$ cat config.mk
export PLATFORM = sky130hd
export DESIGN_NAME = pmie_ctrl
export DESIGN_NICKNAME = d
export VERILOG_FILES = /design/src/rtl/pmie_pkg.sv /design/src/rtl/pmie_ctrl.sv
export VERILOG_INCLUDE_DIRS = /design/src /design/src/rtl
export SDC_FILE = /design/constraint.sdc
export NUM_CORES = 1
export LEC_CHECK = 0
export ABC_AREA = 1
export BUFFER_PORTS_ARGS = -buffer_cell sky130_fd_sc_hd__buf_2
export CAP_MARGIN = 20
export CORE_MARGIN = 8
export CORE_UTILIZATION = 50
export DETAILED_ROUTE_END_ITERATION = 10
export GPL_TIMING_DRIVEN = 0
export PLACE_DENSITY = 0.69
export SYNTH_ARGS = -nofsm -noshare
export SYNTH_HDL_FRONTEND = slang
export SYNTH_SLANG_ARGS = --single-unit
$ cat constraint.sdc
create_clock -name clk_i -period 6.24 [get_ports clk_i]
set_input_delay 0.312 -clock clk_i [delete_from_list [all_inputs] [get_ports clk_i]]
set_output_delay 0.312 -clock clk_i [all_outputs]
set_load 0.05 [all_outputs]
$ cat src/rtl/pmsm_inductance_mras_estimator_defines.svh
// Assertion macros shared by the estimator RTL.
`ifndef PMSM_INDUCTANCE_MRAS_ESTIMATOR_DEFINES_SVH
`define PMSM_INDUCTANCE_MRAS_ESTIMATOR_DEFINES_SVH

// Same-cycle implication, checked out of reset.
`define PMSM_ASSERT(lbl, clk, rstn, prop, msg) \
  lbl: assert property (@(posedge clk) disable iff (!rstn) prop) \
    else $error(msg);

// Next-cycle implication, checked out of reset.
`define PMSM_ASSERT_NEXT(lbl, clk, rstn, ante, cons, msg) \
  lbl: assert property (@(posedge clk) disable iff (!rstn) (ante) |=> (cons)) \
    else $error(msg);

`endif

$ cat src/rtl/pmie_pkg.sv
// Shared types and constants of the PMSM inductance estimator.
package pmie_pkg;

  localparam int unsigned PcW = 6;

  localparam logic        OPC_INIT  = 1'b0;
  localparam logic [30:0] EST_FLOOR = 31'd2684355;
  localparam logic [30:0] MAX31     = 31'h7FFF_FFFF;
  localparam logic signed [31:0] EST_THR = 32'sd655360;

  localparam logic [30:0] RST_R   = 31'd65536;
  localparam logic [30:0] RST_FL  = 31'd6554;
  localparam logic [30:0] RST_TO  = 31'd429497;
  localparam logic [30:0] RST_GQ  = 31'd160858112;
  localparam logic [30:0] RST_GD  = 31'd44204032;
  localparam logic [30:0] RST_ILD = 31'd268435;
  localparam logic [30:0] RST_ILQ = 31'd268435;

  typedef enum logic [2:0] {
    CFG_R   = 3'd0,
    CFG_FL  = 3'd1,
    CFG_TO  = 3'd2,
    CFG_GQ  = 3'd3,
    CFG_GD  = 3'd4,
    CFG_ILD = 3'd5,
    CFG_ILQ = 3'd6
  } cfg_idx_e;

  typedef struct packed {
    logic [30:0] r;
    logic [30:0] fl;
    logic [30:0] to;
    logic [30:0] gq;
    logic [30:0] gd;
    logic [30:0] ild;
    logic [30:0] ilq;
  } cfg_t;

  typedef enum logic [5:0] {
    OP_NOP, OP_END, OP_INIT_OBS,
    OP_DIV_IRLQ, OP_WB_RLQ_I, OP_DIV_IILD, OP_WB_ILD_I,
    OP_DIV_LD, OP_WB_LD, OP_DIV_LQ, OP_WB_LQ,
    OP_M_R_XD, OP_M_WE_LQ, OP_M_T1_XQ, OP_M_WE_LD, OP_M_T1_XD, OP_M_R_XQ,
    OP_M_WE_FL, OP_M_N0_TO, OP_M_N1_TO, OP_M_T1_GQ, OP_M_T1_GD, OP_M_T1_UD,
    OP_M_HI_TO, OP_M_LO_TO,
    OP_A_SETNEG16, OP_A_ADD16, OP_A_SUB16, OP_N0, OP_N1, OP_T_SH28, OP_T_SH16,
    OP_DIV_X0, OP_WB_X0, OP_DIV_X1, OP_WB_X1, OP_E_Q, OP_E_D, OP_SPLIT,
    OP_A_SET64, OP_A_ADD31, OP_WB_RLQ, OP_WB_ILD
  } dp_op_e;

  typedef struct packed {
    dp_op_e op;
    logic   load;
  } ctl_cmd_t;

  typedef struct packed {
    logic div_done;
  } dp_sts_t;

endpackage

$ cat src/rtl/pmie_ctrl.sv
// Controller: microprogram sequencer that drives the datapath.
`include "pmsm_inductance_mras_estimator_defines.svh"
module pmie_ctrl import pmie_pkg::*; (
  input  logic     clk_i,
  input  logic     rst_ni,
  input  logic     in_valid_i,
  output logic     in_ready_o,
  input  logic     opcode_i,
  input  logic     out_free_i,
  output logic     emit_o,
  output ctl_cmd_t cmd_o,
  input  dp_sts_t  sts_i
);

  typedef enum logic [2:0] {
    S_IDLE = 3'b001,
    S_EXEC = 3'b010,
    S_WAIT = 3'b100
  } state_e;

  function automatic dp_op_e prog_op(input logic opc, input logic [PcW-1:0] pc);
    dp_op_e op;
    op = OP_END;
    if (opc == OPC_INIT) begin
      case (pc)
        6'd0: op = OP_INIT_OBS;
        6'd1: op = OP_DIV_IRLQ;
        6'd2: op = OP_WB_RLQ_I;
        6'd3: op = OP_DIV_IILD;
        6'd4: op = OP_WB_ILD_I;
        6'd5: op = OP_DIV_LD;
        6'd6: op = OP_WB_LD;
        6'd7: op = OP_DIV_LQ;
        6'd8: op = OP_WB_LQ;
        default: op = OP_END;
      endcase
    end else begin
      case (pc)
        6'd0:  op = OP_DIV_LD;
        6'd1:  op = OP_WB_LD;
        6'd2:  op = OP_DIV_LQ;
        6'd3:  op = OP_WB_LQ;
        6'd4:  op = OP_M_R_XD;
        6'd5:  op = OP_A_SETNEG16;
        6'd6:  op = OP_M_WE_LQ;
        6'd7:  op = OP_T_SH28;
        6'd8:  op = OP_M_T1_XQ;
        6'd9:  op = OP_A_ADD16;
        6'd10: op = OP_N0;
        6'd11: op = OP_M_WE_LD;
        6'd12: op = OP_T_SH28;
        6'd13: op = OP_M_T1_XD;
        6'd14: op = OP_A_SETNEG16;
        6'd15: op = OP_M_R_XQ;
        6'd16: op = OP_A_SUB16;
        6'd17: op = OP_M_WE_FL;
        6'd18: op = OP_A_SUB16;
        6'd19: op = OP_N1;
        6'd20: op = OP_M_N0_TO;
        6'd21: op = OP_DIV_X0;
        6'd22: op = OP_WB_X0;
        6'd23: op = OP_M_N1_TO;
        6'd24: op = OP_DIV_X1;
        6'd25: op = OP_WB_X1;
        6'd26: op = OP_E_Q;
        6'd27: op = OP_M_T1_XQ;
        6'd28: op = OP_T_SH16;
        6'd29: op = OP_M_T1_GQ;
        6'd30: op = OP_SPLIT;
        6'd31: op = OP_M_HI_TO;
        6'd32: op = OP_A_SET64;
        6'd33: op = OP_M_LO_TO;
        6'd34: op = OP_A_ADD31;
        6'd35: op = OP_WB_RLQ;
        6'd36: op = OP_E_D;
        6'd37: op = OP_M_T1_UD;
        6'd38: op = OP_T_SH16;
        6'd39: op = OP_M_T1_GD;
        6'd40: op = OP_SPLIT;
        6'd41: op = OP_M_HI_TO;
        6'd42: op = OP_A_SET64;
        6'd43: op = OP_M_LO_TO;
        6'd44: op = OP_A_ADD31;
        6'd45: op = OP_WB_ILD;
        6'd46: op = OP_DIV_LD;
        6'd47: op = OP_WB_LD;
        6'd48: op = OP_DIV_LQ;
        6'd49: op = OP_WB_LQ;
        default: op = OP_END;
      endcase
    end
    return op;
  endfunction

  function automatic logic op_is_div(input dp_op_e op);
    return op == OP_DIV_IRLQ || op == OP_DIV_IILD || op == OP_DIV_LD ||
           op == OP_DIV_LQ || op == OP_DIV_X0 || op == OP_DIV_X1;
  endfunction

  state_e         state_q, state_d;
  logic [PcW-1:0] pc_q, pc_d;
  logic           opc_q, opc_d;
  dp_op_e         cur_op;

  assign cur_op = prog_op(opc_q, pc_q);

  always_comb begin
    state_d    = state_q;
    pc_d       = pc_q;
    opc_d      = opc_q;
    in_ready_o = 1'b0;
    emit_o     = 1'b0;
    cmd_o.op   = OP_NOP;
    cmd_o.load = 1'b0;
    case (state_q)
      S_IDLE: begin
        in_ready_o = 1'b1;
        if (in_valid_i) begin
          cmd_o.load = 1'b1;
          opc_d      = opcode_i;
          pc_d       = '0;
          state_d    = S_EXEC;
        end
      end
      S_EXEC: begin
        cmd_o.op = cur_op;
        if (cur_op == OP_END) begin
          // hold until the output register can take the result
          if (out_free_i) begin
            emit_o  = 1'b1;
            state_d = S_IDLE;
          end
        end else begin
          pc_d = pc_q + 1'b1;
          if (op_is_div(cur_op)) state_d = S_WAIT;
        end
      end
      S_WAIT: begin
        if (sts_i.div_done) state_d = S_EXEC;
      end
      default: state_d = S_IDLE;
    endcase
  end

  always_ff @(posedge clk_i or negedge rst_ni) begin
    if (!rst_ni) begin
      state_q <= S_IDLE;
      pc_q    <= '0;
      opc_q   <= 1'b0;
    end else begin
      state_q <= state_d;
      pc_q    <= pc_d;
      opc_q   <= opc_d;
    end
  end

  `PMSM_ASSERT(a_done_in_wait, clk_i, rst_ni, sts_i.div_done |-> state_q == S_WAIT, "divider finished outside wait")
  `PMSM_ASSERT(a_emit_free, clk_i, rst_ni, emit_o |-> out_free_i, "result emitted over a pending one")
  `PMSM_ASSERT_NEXT(a_accept_start, clk_i, rst_ni, in_valid_i && in_ready_o, state_q == S_EXEC && pc_q == '0, "accepted item did not start program")

endmodule
* Word-level counts from Yosys, hierarchy flattened
Memory sizes are Yosys's and may differ from the RTL's.
Cells that the tools add are included.
** Operators by class
- Add/sub/neg operators :: 1
- Equality and inequality tests :: 15
- Mux-type cells :: 18
- Reductions and logical operators :: 10
** Operators with widths (number)
- $mux 6 :: 5
- $mux 3 :: 5
- $eq 6x3->1 const B :: 2
- $eq 6x6->1 const B :: 2
- $pmux 6 s2 :: 1
- $pmux 3 s3 :: 1
- $add 6x1->6 const B :: 1
- $eq 6x1->1 const B :: 1
- $eq 6x2->1 const B :: 1
- $eq 6x4->1 const B :: 1
- $mux 1 :: 6
- $ne 2x2->1 const B :: 3
- $ne 3x3->1 const B :: 2
- $logic_or 1x1->1 :: 5
- $reduce_and 4->1 :: 1
- $eq 3x1->1 const B :: 1
- $eq 3x2->1 const B :: 1
- $eq 3x3->1 const B :: 1
- $reduce_and 3->1 :: 1
- $logic_not 2->1 :: 1
- $reduce_and 2->1 :: 1
- $reduce_bool 2->1 :: 1
** Storage, ports and cells
- Flip-flop bits (word level) :: 10
- Memory bits (read-only) :: 448
- Output and inout port bits :: 9
- Logic and storage cells :: 49
- Memories :: 2
** Memories
- (name not given) :: depth 64, width 6, read ports 1, clocked after Yosys merged registers in 0, write ports 0, line pmie_ctrl.sv:38 : case (pc)
- (name not given) :: depth 16, width 4, read ports 1, clocked after Yosys merged registers in 0, write ports 0, line pmie_ctrl.sv:25 : case (pc)

* Longest topological paths before layout
Gate-level depths: netlist of run 1.
- Depth in word-level cells :: 12
- Gate-level depth with buffers :: 19

* Worst setup path before layout of run 1
Ideal clock, no wire load.
- Kind :: register to output
- Start :: register state_q[0]
- End :: output cmd_o[0] in the netlist's numbering
- Arrival :: 2.674 ns
- Required time :: 5.928 ns
- Setup slack :: 3.254 ns
- Cell stages (with the launch flop) :: 5
- Path buffers :: 0
- Cell sequence :: dfstp_2 > inv_1 > nor3_1 > inv_1 > nor2_1
** RTL lines
- start: declaration :: line pmie_ctrl.sv:100 : state_e state_q, state_d;
- start signal: assignment :: line pmie_ctrl.sv:151 : state_q <= state_d;
- end: declaration :: line pmie_ctrl.sv:11 : output ctl_cmd_t cmd_o,

* Final worst setup path of run 1
- Start :: register pc_q[1]
- End :: output emit_o
** Between the ends
- Longest elaborated chain between the ends :: 6
- Elaborated cells on any way between the ends :: 7
- Those cells by class :: eq/ne: 1; mux: 4; memory: 2
** Ends and longest elaborated chain
- start: declaration :: line pmie_ctrl.sv:101 : logic [PcW-1:0] pc_q, pc_d;
- start signal: assignment :: line pmie_ctrl.sv:152 : pc_q <= pc_d;
- branches (longest 2 deep; another with $mem_v2 64x6)
- $mux 6 * :: line pmie_ctrl.sv:24 : if (opc == OPC_INIT) begin
- $eq 6x1->1 * :: line pmie_ctrl.sv:127 : if (cur_op == OP_END) begin
- $mux 1 * :: line pmie_ctrl.sv:127
- $mux 1 * :: line pmie_ctrl.sv:115 : case (state_q)
- end: declaration :: line pmie_ctrl.sv:10 : output logic emit_o,
Mark *: on every way between the ends.

==> reports/results.tsv, run 1 <==
stage	metric	value	unit
routing	drtPass1Iterations	5	
clock_network	clk_latency	250	ps
global_routing	grt_max_degree	12	
clock_network	cts.htree.levels	1	
sta	period_minus_slack	3270	ps
global_routing	gr-usage-all-layers	17.2	%
sta	fmax	306	MHz
cells_and_area	diodes	0	
die	die_area	4970	sq um
place	place_worst_setup_slack	3270	ps
yosys	synth_top_area_share	25.8	%
worst_setup_path	cp_cell_sequence	inv_1, ha_1, inv_1, nand2_1, inv_1, nor2_1, nor2_1, nand2_1, nand3_1, nand2_2, nor2_2, nand4_2, nor2_1, buf_2	
yosys	ys_ff_latch	10	
worst_setup_path	start_kind	register	
power	p_per_area	356	nW/um^2
cells_and_area	syn_to_final_growth	9.76	%
cells_and_area	layout-drive-gt1-share	15.1	%
sta	tns	0	ps
clock_network	postCtsSetupBuffers	0	
power	p_leak	0.922	nW
routing	ant_nets	0	
yosys	synth.avg_cell_area	5.61	sq um
run_status	status	finished, final reports clean	
worst_setup_path	slowest_stage	dfrtp_1	
yosys	synth_area_leaders	nand2_1 26%, dfrtp_1 15%, nand3_1 11%, ha_1 10%, inv_1 6.8%	
die	rows	19	
global_routing	grtUsageMet2	25.6	%
yosys	synthCells	265	
worst_setup_path	crit_type	register to primary output	
die	initial_core_util	53.4	%
global_routing	grt_antenna_before_repair	0	
clock_network	cts_buffers	3	
routing	route.detailed.drc	0	
sta	finClkSkew	10.1	ps
die	die_h	70.5	microns
clock_network	clock_path_buffers	2	
sta	worst_pin_slew	614	ps
routing	drt_wl_total	4.12	mm
sta	fin_ws	2970	ps
clock_network	root_buffer	clkbuf_4	
sta	drv_slew	0	
global_routing	grt_util_met3	2.97	%
routing	wire_per_inst	13.1	microns
die	core_area	2780	sq um
global_routing	grt-ovfl-total	0	
place	dp_hpwl	3.26	mm
clock_network	clkTransAtPathRegs	60	ps
worst_setup_path	worstPathMaxFanout	10	
yosys	yosys.area.top_type	nand2_1	
place	portBuffers	14	
yosys	yosysUniqueCellTypes	27	
cells_and_area	most-common-layout-cells	102 x nand2_1, 33 x nand3_1, 27 x inv_1, 24 x nor2_1, 15 x buf_2	
routing	vias	1704	
power	total_power	0.000581	W
sta	rsz0062_at_grt	false	
place	place.gp.congestion	0.985	
worst_hold_path	hp-class	input port to register	
sta	slew_headroom	58.9	%
clock_network	cts_resized	0	
global_routing	met1_usage	24.4	%
yosys	ys_seq_area_share	16.9	%
yosys	yosysWarnings	0	
global_routing	grt-busiest-layer	met2	
yosys	syn-num-nets	283	
cells_and_area	fin_nets	303	
cells_and_area	layout_commonest_cell	nand2_1	
global_routing	grt_pass1_vias	1594	
sta	fin_crit_sh	52.3	%
sta	hold_violations	0	
power	irDropWorstVdd	0.317	mV
worst_setup_path	arrival	2950	ps
yosys	netlist_area	1490	sq um
worst_setup_path	endpoint_kind	primary output	
die	die_w	70.5	microns
flow_run	maxCapViolCount	0	
routing	drt-vias-per-instance	5.41	
worst_setup_path	worstPathRequired	5930	ps
sta	setup_viol	0	
worst_setup_path	crit_path_max_incr_delay	580	ps
die	ios	15	
clock_network	cts_tree	built	
global_routing	grt_pass1_wl	7.29	mm
routing	drtIter0Drc	126	
clock_network	cts_sinks	10	
-- sequential cells by signal, indices dropped and copies added (netlist names) --
register,flops
state_q,3
pc_q,6
opc_q,1
-- Yosys cell counts (all sizes together) --
master    n
nand2   107
inv      33
nand3    33
nor2     30
ha       12
a21oi    11
o21ai    11
dfrtp     9
buf       5
xor2      3
nor3      2
o211ai    2
a31oi     1
clkinv    1
dfstp     1
nand3b    1
nand4     1
o31ai     1
or2       1
-- layer usage --
metal  vias to the layer above  share of wire (%)  routed length (microns)
li1                        875                  -                        -
met1                       750                 47                     1940
met2                        75                 43                     1770
met3                         4                9.3                      382
met4                         0               0.92                       38
met5                         -                  0                        0
-- per-stage QoR --
step | utilization [%] | instances | hold WS [ps] | cell area (sq um)
5_1_grt | 58.7 | 315 | 309 | 1630
6_report | 58.7 | 315 | 281 | 1630
4_1_cts | 58.7 | 315 | 272 | 1630
2_1_floorplan | - | 265 | 16.4 | 1490
3_5_place_dp | 57.4 | 310 | 174 | 1600
3_3_place_gp | 57.4 | 310 | 173 | 1600
-- worst max-delay path, delay by kind of cell (launching register included) --
kind	cells	cell delay (ps)
adders and majority gates	1	420
and+or+nand+nor	9	960
buffers and inverters	4	760
DFF	1	580
-- cell type report --
cell class | instances | area, sq um
sequential | 10 | 251
timing repair buffer | 15 | 80.1
fill | 293 | 1150
inverter | 34 | 128
tap | 31 | 38.8
buffer | 5 | 38.8
clock buffer | 4 | 26.3
multi-input combinational | 216 | 1070
-- cell families after synthesis --
| logic type | Yosys count | share of synthesized area (%) |
|---|---|---|
| flops | 10 | 16.9 |
| fa+ha+maj | 12 | 10.1 |
| simple gates | 175 | 50.7 |
| compound gates | 26 | 9.34 |
| buf+inv | 39 | 11.2 |
| xor+xnor | 3 | 1.77 |
-- timing repair --
item,in CTS,in global routing
hold buffers,1,0
endpoints found under the hold margin,9,0
setup endpoints to repair,0,0
-- path summary, 6_finish.rpt --
path | end | cells past startpoint | startpoint | slack [ps]
min in group asynchronous | pc_q[3] | 2 | rst_ni | 450
setup / recovery | emit_o | 14 | pc_q[1] | 2970
hold reg to reg | state_q[1] | 2 | state_q[1] | 490
hold / removal | opc_q | 3 | opcode_i | 280
max in group asynchronous | state_q[0] | 2 | rst_ni | 5530
setup reg to reg | state_q[2] | 17 | pc_q[1] | 3330
-- report_power, final --
part | internal (W) | switching, W | total, W
clock network | 0.0000244 | 0.0000174 | 0.0000418
logic | 0.000127 | 0.000301 | 0.000428
registers | 0.0000831 | 0.0000285 | 0.000112
(Power assumes the default switching activity.)
==> run 2: changes to the inputs <==
Settings changed: PLACE_DENSITY 0.69 to 0.72.
Clock period 6.24 ns to 2.9 ns, I/O delays scaled along.
==> reports/results.tsv, run 2 (synthesis results as in run 1) <==
stage	metric	value	unit
run_status	status	finished, final reports clean	
global_routing	gr-usage-all-layers	17.0	%
routing	drt-vias-per-instance	5.44	
cells_and_area	fin_area	1690	sq um
clock_network	clk_latency	250	ps
routing	drtIter0Drc	131	
sta	fin_crit_sh	91.4	%
cells_and_area	largest-register	pc_q	
worst_setup_path	start_kind	register	
sta	fmax	377	MHz
worst_setup_path	crit_type	register to primary output	
worst_setup_path	r2r_slack	400	ps
routing	ant_nets	0	
worst_setup_path	ff2ff_path_depth	17	
place	dp_hpwl	3.23	mm
cells_and_area	fillers	299	
cells_and_area	diodes	0	
global_routing	grt_pass1_wl	7.23	mm
power	irDropWorstVdd	0.707	mV
sta	period_minus_slack	2650	ps
clock_network	cts_sinks	10	
clock_network	cts_buffers	3	
global_routing	grt-ovfl-total	0	
clock_network	clkTransAtPathRegs	60	ps
cells_and_area	fin_nets	308	
clock_network	clock_path_buffers	2	
worst_setup_path	arrival	2510	ps
cells_and_area	syn_to_final_growth	14.0	%
global_routing	grt_pass1_vias	1566	
routing	wire_per_inst	13.3	microns
cells_and_area	layout_commonest_cell	nand2_1	
die	ios	15	
global_routing	grt_antenna_before_repair	0	
global_routing	grt_max_degree	12	
cells_and_area	layout.cells.non_filler	320	
cells_and_area	reg.largest.list	pc_q x6, state_q x3, opc_q x1	
power	p_leak	0.949	nW
worst_hold_path	hp-class	input port to register	
clock_network	cts.htree.levels	1	
cells_and_area	largest_reg_flops	6	
clock_network	root_buffer	clkbuf_4	
power	total_power	0.00130	W
place	dp_cells	310	
sta	slew_headroom	55.4	%
die	rows	19	
worst_setup_path	endpoint_kind	primary output	
routing	route.detailed.drc	0	
power	p_per_area	767	nW/um^2
place	portBuffers	14	
die	die_area	4970	sq um
die	die_w	70.5	microns
place	post_dp_cell_area	1600	sq um
sta	setup_viol	0	
sta	drv_slew	0	
routing	vias	1741	
die	die_h	70.5	microns
worst_hold_path	hold_start	opcode_i	
worst_setup_path	regToRegStartpoint	pc_q[1]	
worst_setup_path	r2r-end	state_q[2]	
cells_and_area	layout-drive-gt1-share	18.3	%
sta	worst_pin_slew	666	ps
sta	hold_ws	106	ps
cells_and_area	most-common-layout-cells	102 x nand2_1, 33 x nand3_1, 26 x inv_1, 23 x nor2_1, 14 x buf_2	
cells_and_area	fin_util	60.9	%
worst_setup_path	worstPathRequired	2760	ps
clock_network	cts_tree	built	
place	place.gp.congestion	0.950	
sta	finClkSkew	3.15	ps
die	initial_core_util	53.4	%
worst_setup_path	crit_start	pc_q[0]	
worst_setup_path	worstPathMaxFanout	9	
routing	drt_wl_total	4.27	mm
sta	hold_violations	0	
routing	drtPass1Iterations	5	
worst_setup_path	critPathCapture	emit_o	
die	core_area	2780	sq um
flow_run	maxCapViolCount	0	
[run 2: timing repair]
action,in CTS,in global routing
hold buffers,1,0
setup endpoints to repair,1,2
setup buffers,2,3
resized for setup,3,4
hold endpoints to repair,10,0
[run 2: worst max-delay path, cell delays in order (launching register included)]
cell	delay, ps
dfrtp_2	440
inv_2	170
ha_1	310
inv_1	140
nand2_1	90
nand2_1	70
nand2_1	50
nand3_1	100
nand2_1	60
nand3_1	100
nand2_2	70
nor2_2	200
nand4_4	140
nor2_2	130
buf_4	210
[run 2: cell type report]
class                   instances  area [sq um]  area share [%]
plain buffers                   5          38.8            2.29
well taps                      31          38.8            2.29
clock buffers                   4          26.3            1.55
flip-flops and latches         10           254            15.0
inverters                      34           131            7.75
repair buffers                 20           120            7.09
multi-input cells             216          1080            64.0
[run 2: where the power goes]
group	internal (W)	total [W]	switching (W)
combinational	0.000301	0.000983	0.000682
sequential	0.000181	0.000225	0.0000442
clock	0.0000527	0.0000916	0.0000389
[run 2: worst min path at each step]
stage	end	slack, ps	cells past startpoint
6_report	opc_q	110	3
5_1_grt	opc_q	110	3
4_1_cts	opc_q	100	3
3_5_place_dp	state_q[2]	3	1
3_3_place_gp	state_q[1]	3	1
2_1_floorplan	opc_q	-150	0
[run 2: routing by layer]
metal | up-vias | share of wire [%] | routed length, microns | global-route usage, %
li1 | 886 | - | - | -
met1 | 766 | 44 | 1880 | 23.8
met2 | 81 | 45 | 1940 | 26.8
met3 | 8 | 9.0 | 386 | 1.41
met4 | 0 | 1.6 | 68 | 5.58
met5 | - | 0 | 0 | 0
[run 2: per-stage QoR]
step                      setup WS, ps  TNS [ps]
after floorplan                    273         0
after global placement            96.1         0
after detailed placement          98.9         0
after CTS                         77.4         0
after global routing             -51.8     -51.8
final                              248         0
